===== src/rtl/core/gcvu_pkg.sv =====
// Shared widths, sequencer states and constants for the group collision velocity block.
package gcvu_pkg;

   localparam int MASS_IN_W  = 16;
   localparam int MASS_WIDTH = 16;
   localparam int VEL_W      = 32;

   // Signed product of a zero-extended mass and a velocity.
   localparam int PROD_W  = MASS_WIDTH + 1 + VEL_W;
   // Sum of two products.
   localparam int NUM_W   = PROD_W + 1;
   localparam int SUM_W   = MASS_WIDTH + 1;
   // Two quotient bits are produced per divider cycle.
   localparam int DIV_STEPS = (NUM_W + 1) / 2;
   localparam int DIV_W     = 2 * DIV_STEPS;
   localparam int CNT_W     = $clog2(DIV_STEPS + 1);
   localparam int CM_W      = NUM_W + 1;
   localparam int RES_W     = CM_W + 2;

   localparam logic WHICH_PARTNER = 1'b0;
   localparam logic WHICH_HELD    = 1'b1;

   typedef enum logic [3:0] {
      ST_IDLE,
      ST_MUL_A,
      ST_MUL_B,
      ST_ACCUM,
      ST_DIV_LOAD,
      ST_DIV_WAIT,
      ST_UPDATE,
      ST_EMIT_PART,
      ST_EMIT_HELD
   } state_type;

endpackage


===== src/rtl/core/gcvu_req_if.sv =====
// Request channel: one object of a collision group.
interface gcvu_req_if;
   import gcvu_pkg::*;

   logic                   valid;
   logic                   ready;
   logic [MASS_IN_W-1:0]   mass;
   logic signed [VEL_W-1:0] vel_x;
   logic signed [VEL_W-1:0] vel_y;
   logic                   group_start;
   logic                   group_end;

   modport source (output valid, mass, vel_x, vel_y, group_start, group_end, input ready);
   modport sink (input valid, mass, vel_x, vel_y, group_start, group_end, output ready);
endinterface


===== src/rtl/core/gcvu_rsp_if.sv =====
// Response channel: one updated object velocity.
interface gcvu_rsp_if;
   import gcvu_pkg::*;

   logic                    valid;
   logic                    ready;
   logic signed [VEL_W-1:0] new_vel_x;
   logic signed [VEL_W-1:0] new_vel_y;
   logic                    which_object;
   logic                    mass_sum_zero;
   logic                    last;

   modport source (output valid, new_vel_x, new_vel_y, which_object, mass_sum_zero, last,
                   input ready);
   modport sink (input valid, new_vel_x, new_vel_y, which_object, mass_sum_zero, last,
                 output ready);
endinterface


===== src/rtl/core/gcvu_div.sv =====
// Iterative restoring divider, unsigned, two quotient bits per cycle.
module gcvu_div (
   input  logic                        clock,
   input  logic                        reset,
   input  logic                        start,
   input  logic [gcvu_pkg::DIV_W-1:0]  dividend,
   input  logic [gcvu_pkg::SUM_W-1:0]  divisor,
   output logic                        done,
   output logic [gcvu_pkg::DIV_W-1:0]  quotient
);
   import gcvu_pkg::*;

   logic             busy_ff, busy_in;
   logic             done_ff, done_in;
   logic [CNT_W-1:0] cnt_ff, cnt_in;
   logic [DIV_W-1:0] quo_ff, quo_in;
   logic [SUM_W-1:0] rem_ff, rem_in;

   logic [SUM_W:0]   step1, step2;

   // One restoring step: returns the new remainder and the quotient bit.
   function automatic logic [SUM_W:0] div_step(input logic [SUM_W-1:0] rem,
                                               input logic              nbit,
                                               input logic [SUM_W-1:0] d);
      logic [SUM_W:0] trial;
      logic [SUM_W:0] diff;
      trial = {rem, nbit};
      diff  = trial - {1'b0, d};
      if (trial >= {1'b0, d}) begin
         div_step = {diff[SUM_W-1:0], 1'b1};
      end else begin
         div_step = {rem[SUM_W-2:0], nbit, 1'b0};
      end
   endfunction

   always_comb begin
      step1 = div_step(rem_ff, quo_ff[DIV_W-1], divisor);
      step2 = div_step(step1[SUM_W:1], quo_ff[DIV_W-2], divisor);
   end

   always_comb begin
      busy_in = busy_ff;
      done_in = 1'b0;
      cnt_in  = cnt_ff;
      quo_in  = quo_ff;
      rem_in  = rem_ff;
      if (start) begin
         busy_in = 1'b1;
         cnt_in  = CNT_W'(DIV_STEPS);
         quo_in  = dividend;
         rem_in  = '0;
      end else if (busy_ff) begin
         quo_in = {quo_ff[DIV_W-3:0], step1[0], step2[0]};
         rem_in = step2[SUM_W:1];
         cnt_in = cnt_ff - CNT_W'(1);
         if (cnt_ff == CNT_W'(1)) begin
            busy_in = 1'b0;
            done_in = 1'b1;
         end
      end
   end

   always_ff @(posedge clock) begin
      if (reset) begin
         busy_ff <= 1'b0;
         done_ff <= 1'b0;
         cnt_ff  <= '0;
      end else begin
         busy_ff <= busy_in;
         done_ff <= done_in;
         cnt_ff  <= cnt_in;
      end
      quo_ff <= quo_in;
      rem_ff <= rem_in;
   end

   assign done     = done_ff;
   assign quotient = quo_ff;

   a_done_ends_busy: assert property (@(posedge clock) disable iff (reset)
      done_ff |-> !busy_ff)
      else $error("divider done while still busy");
   a_count_zero_when_idle: assert property (@(posedge clock) disable iff (reset)
      (busy_ff && cnt_ff == CNT_W'(1) && !start) |=> (done_ff && !busy_ff))
      else $error("divider did not finish on its last iteration");
   a_busy_count_nonzero: assert property (@(posedge clock) disable iff (reset)
      busy_ff |-> cnt_ff != '0)
      else $error("divider busy with an exhausted count");

endmodule


===== src/rtl/core/group_collision_velocity_update.sv =====
// Top level: sequencer, shared multiplier and velocity update for grouped elastic collisions.
//
// A group-start request only stores the held object, and one that also ends the group
// costs one response. A partner request with a nonzero mass sum runs both axes through
// one 17x32 multiplier and one iterative divider: per axis the states MUL_A and MUL_B
// and an accumulate state, a divider load state, the wait state over the divider's
// iterations at two quotient bits each until the quotient is presented, and an update
// state, all of which a zero mass sum skips; then come the partner response and, if the
// request ends the group, the held response, both stalled while the response side holds
// ready low. The block takes no new request until every response of this one is taken.
module group_collision_velocity_update (
   input  logic        clock,
   input  logic        reset,
   gcvu_req_if.sink    req_chan,
   gcvu_rsp_if.source  rsp_chan
);
   import gcvu_pkg::*;

   state_type state_ff, state_in;

   logic                     axis_ff, axis_in;
   logic [MASS_WIDTH-1:0]    mass_ff, mass_in;
   logic signed [VEL_W-1:0]  vel_ff [2];
   logic signed [VEL_W-1:0]  vel_in [2];
   logic [MASS_WIDTH-1:0]    held_mass_ff, held_mass_in;
   logic signed [VEL_W-1:0]  held_vel_ff [2];
   logic signed [VEL_W-1:0]  held_vel_in [2];
   logic                     end_ff, end_in;
   logic                     zero_ff, zero_in;
   logic [SUM_W-1:0]         msum_ff, msum_in;
   logic signed [PROD_W-1:0] prod_ff, prod_in;
   logic signed [NUM_W-1:0]  acc_ff, acc_in;

   logic                     req_fire;
   logic                     rsp_fire;
   logic [SUM_W-1:0]         msum_new;
   logic                     mul_sel_held;
   logic [MASS_WIDTH-1:0]    mul_mass;
   logic signed [VEL_W-1:0]  mul_vel;
   logic signed [PROD_W-1:0] product;
   logic signed [NUM_W-1:0]  prod_ext;
   logic [NUM_W-1:0]         acc_mag;
   logic                     div_start;
   logic                     div_done;
   logic [DIV_W-1:0]         div_quo;
   logic signed [CM_W-1:0]   cm_pos;
   logic signed [CM_W-1:0]   cm;

   // 2*cm - v, clamped to the signed velocity range.
   function automatic logic signed [VEL_W-1:0] update_vel(input logic signed [CM_W-1:0] c,
                                                          input logic signed [VEL_W-1:0] v);
      logic signed [RES_W-1:0] c_x;
      logic signed [RES_W-1:0] v_x;
      logic signed [RES_W-1:0] r;
      c_x = {{(RES_W - CM_W){c[CM_W-1]}}, c};
      v_x = {{(RES_W - VEL_W){v[VEL_W-1]}}, v};
      r   = (c_x <<< 1) - v_x;
      if (r[RES_W-1:VEL_W-1] == '0 || r[RES_W-1:VEL_W-1] == '1) begin
         update_vel = r[VEL_W-1:0];
      end else if (r[RES_W-1]) begin
         update_vel = {1'b1, {(VEL_W-1){1'b0}}};
      end else begin
         update_vel = {1'b0, {(VEL_W-1){1'b1}}};
      end
   endfunction

   assign req_fire = req_chan.valid && req_chan.ready;
   assign rsp_fire = rsp_chan.valid && rsp_chan.ready;
   assign msum_new = {1'b0, held_mass_ff} + {1'b0, req_chan.mass[MASS_WIDTH-1:0]};

   // Shared multiplier: held operand first, partner operand second.
   assign mul_mass = mul_sel_held ? held_mass_ff : mass_ff;
   assign mul_vel  = mul_sel_held ? held_vel_ff[axis_ff] : vel_ff[axis_ff];
   assign product  = $signed({1'b0, mul_mass}) * mul_vel;
   assign prod_ext = {prod_ff[PROD_W-1], prod_ff};
   assign acc_mag  = acc_ff[NUM_W-1] ? NUM_W'(-acc_ff) : NUM_W'(acc_ff);

   assign cm_pos = $signed({1'b0, div_quo[NUM_W-1:0]});
   assign cm     = acc_ff[NUM_W-1] ? -cm_pos : cm_pos;

   gcvu_div u_div (
      .clock    (clock),
      .reset    (reset),
      .start    (div_start),
      .dividend (DIV_W'(acc_mag)),
      .divisor  (msum_ff),
      .done     (div_done),
      .quotient (div_quo)
   );

   // Next state.
   always_comb begin
      state_in = state_ff;
      unique case (state_ff)
         ST_IDLE: begin
            if (req_fire) begin
               if (req_chan.group_start) begin
                  state_in = req_chan.group_end ? ST_EMIT_HELD : ST_IDLE;
               end else if (msum_new == '0) begin
                  state_in = ST_EMIT_PART;
               end else begin
                  state_in = ST_MUL_A;
               end
            end
         end
         ST_MUL_A:    state_in = ST_MUL_B;
         ST_MUL_B:    state_in = ST_ACCUM;
         ST_ACCUM:    state_in = ST_DIV_LOAD;
         ST_DIV_LOAD: state_in = ST_DIV_WAIT;
         ST_DIV_WAIT: begin
            if (div_done) begin
               state_in = ST_UPDATE;
            end
         end
         ST_UPDATE:   state_in = axis_ff ? ST_EMIT_PART : ST_MUL_A;
         ST_EMIT_PART: begin
            if (rsp_fire) begin
               state_in = end_ff ? ST_EMIT_HELD : ST_IDLE;
            end
         end
         ST_EMIT_HELD: begin
            if (rsp_fire) begin
               state_in = ST_IDLE;
            end
         end
         default:     state_in = ST_IDLE;
      endcase
   end

   // Handshake and control outputs.
   always_comb begin
      req_chan.ready         = 1'b0;
      rsp_chan.valid         = 1'b0;
      rsp_chan.new_vel_x     = vel_ff[0];
      rsp_chan.new_vel_y     = vel_ff[1];
      rsp_chan.which_object  = WHICH_PARTNER;
      rsp_chan.mass_sum_zero = zero_ff;
      rsp_chan.last          = !end_ff;
      div_start              = 1'b0;
      mul_sel_held           = 1'b0;
      unique case (state_ff)
         ST_IDLE:      req_chan.ready = 1'b1;
         ST_MUL_A:     mul_sel_held = 1'b1;
         ST_DIV_LOAD:  div_start = 1'b1;
         ST_EMIT_PART: rsp_chan.valid = 1'b1;
         ST_EMIT_HELD: begin
            rsp_chan.valid         = 1'b1;
            rsp_chan.new_vel_x     = held_vel_ff[0];
            rsp_chan.new_vel_y     = held_vel_ff[1];
            rsp_chan.which_object  = WHICH_HELD;
            rsp_chan.mass_sum_zero = 1'b0;
            rsp_chan.last          = 1'b1;
         end
         default: begin
         end
      endcase
   end

   // Datapath register updates.
   always_comb begin
      axis_in      = axis_ff;
      mass_in      = mass_ff;
      vel_in       = vel_ff;
      held_mass_in = held_mass_ff;
      held_vel_in  = held_vel_ff;
      end_in       = end_ff;
      zero_in      = zero_ff;
      msum_in      = msum_ff;
      prod_in      = prod_ff;
      acc_in       = acc_ff;
      unique case (state_ff)
         ST_IDLE: begin
            if (req_fire) begin
               mass_in   = req_chan.mass[MASS_WIDTH-1:0];
               vel_in[0] = req_chan.vel_x;
               vel_in[1] = req_chan.vel_y;
               end_in    = req_chan.group_end;
               zero_in   = (msum_new == '0);
               msum_in   = msum_new;
               axis_in   = 1'b0;
               if (req_chan.group_start) begin
                  held_mass_in   = req_chan.mass[MASS_WIDTH-1:0];
                  held_vel_in[0] = req_chan.vel_x;
                  held_vel_in[1] = req_chan.vel_y;
               end
            end
         end
         ST_MUL_A: prod_in = product;
         ST_MUL_B: begin
            prod_in = product;
            acc_in  = prod_ext;
         end
         ST_ACCUM: acc_in = acc_ff + prod_ext;
         ST_UPDATE: begin
            held_vel_in[axis_ff] = update_vel(cm, held_vel_ff[axis_ff]);
            vel_in[axis_ff]      = update_vel(cm, vel_ff[axis_ff]);
            axis_in              = 1'b1;
         end
         default: begin
         end
      endcase
   end

   always_ff @(posedge clock) begin
      if (reset) begin
         state_ff       <= ST_IDLE;
         held_mass_ff   <= '0;
         held_vel_ff[0] <= '0;
         held_vel_ff[1] <= '0;
      end else begin
         state_ff     <= state_in;
         held_mass_ff <= held_mass_in;
         held_vel_ff  <= held_vel_in;
      end
      axis_ff <= axis_in;
      mass_ff <= mass_in;
      vel_ff  <= vel_in;
      end_ff  <= end_in;
      zero_ff <= zero_in;
      msum_ff <= msum_in;
      prod_ff <= prod_in;
      acc_ff  <= acc_in;
   end

   a_held_result_is_last: assert property (@(posedge clock) disable iff (reset)
      (rsp_chan.valid && rsp_chan.which_object == WHICH_HELD)
         |-> (rsp_chan.last && !rsp_chan.mass_sum_zero))
      else $error("held object result not marked last or flagged zero");
   a_no_overlap: assert property (@(posedge clock) disable iff (reset)
      req_chan.ready |-> !rsp_chan.valid)
      else $error("request accepted while a response is pending");
   a_start_only_holds: assert property (@(posedge clock) disable iff (reset)
      (req_fire && req_chan.group_start && !req_chan.group_end) |=> state_ff == ST_IDLE)
      else $error("group start without end produced work");
   a_div_done_expected: assert property (@(posedge clock) disable iff (reset)
      div_done |-> state_ff == ST_DIV_WAIT)
      else $error("divider finished outside of its wait state");
   a_zero_sum_skips_math: assert property (@(posedge clock) disable iff (reset)
      (req_fire && !req_chan.group_start && msum_new == '0) |=> state_ff == ST_EMIT_PART)
      else $error("zero mass sum did not go straight to the partner response");

endmodule


===== src/flat_wrapper.sv =====
// flat-port wrapper written by rule: the top's interface ports become plain ports
module group_collision_velocity_update_flat import gcvu_pkg::*;
  (clock, reset, req_chan_valid, req_chan_mass, req_chan_vel_x, req_chan_vel_y, req_chan_group_start, req_chan_group_end, req_chan_ready, rsp_chan_valid, rsp_chan_new_vel_x, rsp_chan_new_vel_y, rsp_chan_which_object, rsp_chan_mass_sum_zero, rsp_chan_last, rsp_chan_ready);
  gcvu_req_if req_chan_i ();
  gcvu_rsp_if rsp_chan_i ();
  input  logic clock;
  input  logic reset;
  input wire logic [$bits(req_chan_i.valid)-1:0] req_chan_valid;
  input wire logic [$bits(req_chan_i.mass)-1:0] req_chan_mass;
  input wire logic [$bits(req_chan_i.vel_x)-1:0] req_chan_vel_x;
  input wire logic [$bits(req_chan_i.vel_y)-1:0] req_chan_vel_y;
  input wire logic [$bits(req_chan_i.group_start)-1:0] req_chan_group_start;
  input wire logic [$bits(req_chan_i.group_end)-1:0] req_chan_group_end;
  output wire logic [$bits(req_chan_i.ready)-1:0] req_chan_ready;
  output wire logic [$bits(rsp_chan_i.valid)-1:0] rsp_chan_valid;
  output wire logic [$bits(rsp_chan_i.new_vel_x)-1:0] rsp_chan_new_vel_x;
  output wire logic [$bits(rsp_chan_i.new_vel_y)-1:0] rsp_chan_new_vel_y;
  output wire logic [$bits(rsp_chan_i.which_object)-1:0] rsp_chan_which_object;
  output wire logic [$bits(rsp_chan_i.mass_sum_zero)-1:0] rsp_chan_mass_sum_zero;
  output wire logic [$bits(rsp_chan_i.last)-1:0] rsp_chan_last;
  input wire logic [$bits(rsp_chan_i.ready)-1:0] rsp_chan_ready;
  assign req_chan_i.valid = req_chan_valid;
  assign req_chan_i.mass = req_chan_mass;
  assign req_chan_i.vel_x = req_chan_vel_x;
  assign req_chan_i.vel_y = req_chan_vel_y;
  assign req_chan_i.group_start = req_chan_group_start;
  assign req_chan_i.group_end = req_chan_group_end;
  assign req_chan_ready = req_chan_i.ready;
  assign rsp_chan_valid = rsp_chan_i.valid;
  assign rsp_chan_new_vel_x = rsp_chan_i.new_vel_x;
  assign rsp_chan_new_vel_y = rsp_chan_i.new_vel_y;
  assign rsp_chan_which_object = rsp_chan_i.which_object;
  assign rsp_chan_mass_sum_zero = rsp_chan_i.mass_sum_zero;
  assign rsp_chan_last = rsp_chan_i.last;
  assign rsp_chan_i.ready = rsp_chan_ready;
  group_collision_velocity_update u_core (.clock(clock), .reset(reset), .req_chan(req_chan_i), .rsp_chan(rsp_chan_i));
endmodule

===== config.mk =====
export PLATFORM = sky130hd
export DESIGN_NAME = group_collision_velocity_update_flat
export DESIGN_NICKNAME = d
export VERILOG_FILES = /design/src/rtl/core/gcvu_pkg.sv /design/src/rtl/core/gcvu_req_if.sv /design/src/rtl/core/gcvu_rsp_if.sv /design/src/rtl/core/gcvu_div.sv /design/src/rtl/core/group_collision_velocity_update.sv /design/src/flat_wrapper.sv
export SDC_FILE = /design/constraint.sdc
export NUM_CORES = 2
export LEC_CHECK = 0
export BUFFER_PORTS_ARGS = -buffer_cell sky130_fd_sc_hd__buf_4
export CORE_ASPECT_RATIO = 1.2
export CORE_MARGIN = 10
export CORE_UTILIZATION = 50
export DETAILED_ROUTE_END_ITERATION = 8
export PLACE_DENSITY = 0.69
export RECOVER_POWER = 100
export SKIP_CTS_REPAIR_TIMING = 1
export SYNTH_ARGS = -nofsm -noshare
export SYNTH_HDL_FRONTEND = slang
export SYNTH_HIERARCHICAL = 1
export SYNTH_SLANG_ARGS = --single-unit

===== constraint.sdc =====
create_clock -name clock -period 7.47 [get_ports clock]
set_input_delay 1.494 -clock clock [delete_from_list [all_inputs] [get_ports clock]]
set_output_delay 1.494 -clock clock [all_outputs]
set_load 0.03 [all_outputs]

* Word level (Yosys, flattened, before mapping)
Index checks and enable logic that the tools add are counted.
Operators by class: add/sub/neg operators 9, multipliers 1, div/mod/pow operators 0, $lt $le $gt $ge 4, eq/ne operators 16, shift operators 0, muxes and demuxes 57, bitwise gates (word level) 2, reductions and logical operators 22
Operators by type and width (count):
- 32-bit two-way mux | 16
- 64-bit case mux with 2 select lines | 2
- 64-bit two-way mux | 3
- 50-bit two-way mux | 3
- 64-bit bitwise mux | 2
- 52-bit by 32-bit subtractor with 53-bit output | 2
- 50-bit case mux with 2 select lines | 1
- 51-bit two-way mux | 1
- 50-bit negation with 51-bit output | 1
- 50-bit by 49-bit adder with 50-bit output | 1
- 50-bit negation | 1
- 17-bit by 32-bit multiplier with 49-bit output | 1
- 22-bit == test, second input constant | 2
- 22-bit zero test | 2
- 18-bit by 17-bit greater-or-equal comparator with 1-bit output | 2
- 18-bit two-way mux | 2
- 4-bit case mux with 9 select lines | 1
- 17-bit subtractor | 2
- 32-bit demux with 1-bit select | 1
- 4-bit two-way mux | 7
- 16-bit by 16-bit adder with 17-bit output | 1
- 17-bit zero test | 1
- 4-bit by 3-bit == test with 1-bit output, second input constant | 4
- 16-bit two-way mux | 1
- other kinds (25) | 51
Storage, ports and cells: register bits 357, bits in latches 0, bits in writable memories 0, memory bits (read-only) 0, bits of input ports 86, output and inout port bits 69, memories kept 0

* Longest topological paths before layout
depth in word-level cells 11, depth in mapped cells 34

* Hierarchy
Netlist, hierarchy kept.
Modules (own cells, without submodules):
- group_collision_velocity_update | instances 1, cells each 5314, area an instance 43626.8 um^2
- gcvu_div | instances 1, cells each 500, area an instance 5092.4 um^2

* Least setup slack after synthesis
Ideal clock, no wire load.
path kind reg-to-reg, from register u_core.state_ff[1], to register u_core.prod_ff[43], data pin, library setup time 0.265 ns, arrival time 8.025 ns, data required time 7.205 ns, setup slack -0.820 ns, cell stages (with the launch flop) 32, buffers on the path 4, period minus slack after synthesis 8.290 ns, cells stage by stage dfxtp_1 > or2_2 > nor3b_1 > buf_1 > clkbuf_1 > buf_1 > mux2i_1 > nor2_1 > fa_1 > inv_1 > fa_1 > fa_1 > inv_1 > fa_1 > fa_1 > inv_1 > fa_1 > inv_1 > ha_1 > clkbuf_1 > a21o_1 > a21o_1 > a21oi_1 > nor2b_1 > o21ai_0 > nand2b_1 > a221o_1 > a21o_1 > o31ai_1 > nor2b_1 > o21ai_0 > xor2_1
Between the ends: word-level cells in the longest chain between the ends 4
Ends and longest elaborated chain:
- start, declared | line group_collision_velocity_update.sv:19 | state_type state_ff, state_in;
- start signal, assigned | line group_collision_velocity_update.sv:211 | state_ff <= state_in;
- 4-bit by 1-bit == test with 1-bit output (*) | line group_collision_velocity_update.sv:141 | unique case (state_ff)
- 1-bit two-way mux (*) | line group_collision_velocity_update.sv:141
- 16-bit two-way mux / 32-bit two-way mux (equally long branches) | line group_collision_velocity_update.sv:72, group_collision_velocity_update.sv:73
- 17-bit by 32-bit multiplier with 49-bit output (*) | line group_collision_velocity_update.sv:74 | assign product = $signed({1'b0, mul_mass}) * mul_vel;
- net u_core.product[43] | line group_collision_velocity_update.sv:40 | logic signed [PROD_W-1:0] product;
- end signal, assigned | line group_collision_velocity_update.sv:221 | prod_ff <= prod_in;
- end, declared | line group_collision_velocity_update.sv:31 | logic signed [PROD_W-1:0] prod_ff, prod_in;
Mark *: on every way through the listed nets, which the timed path passes. The rest lies on a longest branch. A chain may end at the register's enable or synchronous reset.

* Worst setup path after layout
from register u_core.state_ff[3], to register u_core.prod_ff[48], data pin
Same word-level chain as after synthesis.

==> run metrics <==
Finished Core Util 59.4%; synth unique cells 89; CP max stage delay 0.56 ns; first-pass GRT wire length 272,000 µm; register area 9640 µm²; CP required 7.80 ns; DR iter-0 viols 4,318; crit path time final 7.86 ns; Synth area leader fa_1; H-tree depth 2; PnR worst setup slack -0.392 ns; Slew Viols, Final 87; critical path's most frequent cell fa_1; Non-Filler Instances 7,617; top cell type's share of synthesized area 20.3%; final wirelength 181,000 µm; Yosys warning total 6; Mean Syn Cell Area 8.38 µm²; num ports 155; clock sinks 357; Post-Place Cells 7,498; CTS tree yes; Yosys reg bits 357; final setup fails 11; Vias/cell 6.00; crit start category flip-flop; Worst-Skew Late Latency 0.61 ns; arrival time worst endpoint 8.19 ns; vias in the first global route 45,400; initial antenna violation count 7; HP Class flip-flop to flip-flop; initial core utilization 50.3%; Post-Synthesis Cells 5,814; Detail Placement HPWL 150,000 µm; Routed Antenna Nets 0; kind of critical path flip-flop to flip-flop; Clock Skews 0.0265 ns; Multi-input gate area 36,300 µm²; layout cells sized above 1 17.5%; register area share after synthesis 19.8%; failing checks capacitance limit, slew limit, setup timing; actual slew at the worst max-slew pin 3.61 ns; Top FF cell, synth edfxtp_1; DIE HEIGHT 362 µm; asr flop ratio synth 0%; Detailed Routing Iterations Pass 1 6; slew margin rel. -141%; buffers added on ports 154; total track usage 31.7%; Setup WS pre-CTS -0.780 ns; max_cap viols 2; Post-Syn Nets 6,717; Max Freq 127 MHz; fill cell count 8,686; drt wl/cell 23.7 µm; clk buf depth 3; Synth area leaders fa_1 (20%), edfxtp_1 (15%), ha_1 (8.3%); unrepaired setup endpoints after global routing yes; total CTS buffers 39; GP Congestion 1.02; # DRC 0; CP Capture Type flip-flop; die area 110,000 µm²; fin crit share 105%; status finished, violations left; CTS Root Cell clkbuf_16; Die X 305 µm; Setup TNS -2.91 ns; largest net degree at the start of global routing 86; final hold vios 0; slowest CP cell fa_1; Mapped Area 48,700 µm²; Worst Path Max Fanout 7; cell row count 125; Core Box Area 96,800 µm²; EDFF count, synth 249; area delta synth->final 18.0%; gr ovfl total 0; via count 45,700; clock transition at the registers of the reported paths 0.06 ns; fin nets 7,214
-- cell usage after synthesis (36+ instances only) --
cell type and count:
ha_1 322, edfxtp_1 249, nor2b_1 41, mux2_2 106
o21bai_1 36, xnor2_1 235, or3_1 39, mux2i_1 63
nor2_1 437, inv_1 711, nand2b_1 45, xor2_1 84
o31ai_1 52, nand3_1 85, a21oi_1 413, fa_1 495
o21a_1 66, a211oi_1 88, a221oi_1 44, nor3_1 70
clkbuf_1 230, nand4_1 56, o21ai_0 229, a21o_1 100
dfxtp_1 108, nand2_1 888
-- per-stage QoR --
| step | hold WS, ns | area [µm²] |
|---|---|---|
| 2_1_floorplan | 0.445 | 48900 |
| 3_3_place_gp | 0.462 | 55000 |
| 3_5_place_dp | 0.469 | 55000 |
| 4_1_cts | 0.484 | 56300 |
| 5_1_grt | 0.513 | 57500 |
| 6_report | 0.484 | 57500 |
-- cells in the final DEF (no fill, tap or decap), types with 41 or more instances in the layout --
cell type and n:
inv_1 692, nand2b_1 41, ha_1 302, fa_1 480, nand2_1 886, a21oi_1 394
xnor2_1 230, dfxtp_1 107, a221oi_1 42, nor3_1 68, xor2_1 83, a21o_1 100
o21a_1 56, o21ai_0 210, edfxtp_1 249, buf_4 666, nand4_1 56, nor2_1 423
mux2_2 99, mux2i_1 53, nand3_1 83, o31ai_1 49, a211oi_1 86, clkbuf_16 44
-- area by class of cell --
| class | instances | share of cell area (%) |
|---|---|---|
| clock inverter | 18 | 0.322 |
| clock buffer | 54 | 1.94 |
| inverter | 711 | 4.64 |
| timing repair buffer | 735 | 10.4 |
| sequential | 357 | 16.8 |
| antenna | 5 | 0.0218 |
| tap | 1270 | 2.77 |
| multi-input combinational | 4467 | 63.2 |
-- sequential cells by signal, indices dropped and copies added (netlist names), 4 cells and up --
register               count
u_core/acc_ff             50
u_core/held_mass_ff       16
u_core/held_vel_ff        64
u_core/mass_ff            16
u_core/msum_ff            17
u_core/prod_ff            49
u_core/state_ff            4
u_core/u_div/cnt_ff        5
u_core/u_div/quotient     50
u_core/u_div/rem_ff       17
u_core/vel_ff             64
-- critical path, delay by kind of cell, from the launching register on --
family / cells / cell delay (ns)
xor+xnor: 1 / 0.12
compound gates: 9 / 1.79
fa+ha+maj: 7 / 3.11
buf+inv: 11 / 1.23
flops: 1 / 0.32
simple gates: 5 / 0.73
mux: 1 / 0.30
-- layer usage --
metal | share of wire (%) | vias to the layer above | track usage (%)
met1 | 40 | 22400 | 40.1
li1 | - | 20800 | -
met3 | 7.7 | 471 | 4.93
met5 | 0.030 | - | 0
met2 | 47 | 2035 | 52.5
met4 | 5.3 | 8 | 14.9
-- worst paths after layout --
check	start	to	slack, ns	cells past startpoint
worst max register to register	u_core/state_ff[3]$_SDFFE_PP0P_	u_core/prod_ff[48]$_DFFE_PP_	-0.39	34
worst min-delay path	u_core/u_div/rem_ff[7]$_SDFFE_PP0P_	u_core/u_div/rem_ff[7]$_SDFFE_PP0P_	0.48	2
worst min register to register	u_core/u_div/rem_ff[7]$_SDFFE_PP0P_	u_core/u_div/rem_ff[7]$_SDFFE_PP0P_	0.48	2
worst max-delay path	u_core/state_ff[3]$_SDFFE_PP0P_	u_core/prod_ff[48]$_DFFE_PP_	-0.39	34
-- cell families after synthesis --
| kind of cell | count (synthesis) | synth area share, % |
|---|---|---|
| buffers and inverters | 990 | 7.74 |
| AND/OR/NAND/NOR | 1843 | 16.9 |
| flip-flops | 357 | 19.8 |
| multiplexers | 169 | 3.74 |
| adder cells (fa/ha/maj) | 817 | 28.6 |
| AO/OA/AOI/OAI | 1319 | 17.5 |
| XOR/XNOR | 319 | 5.73 |
Power is left out: the tool's default activity adds up to more than one toggle a clock period on the data nets, which glitch-free logic cannot reach.
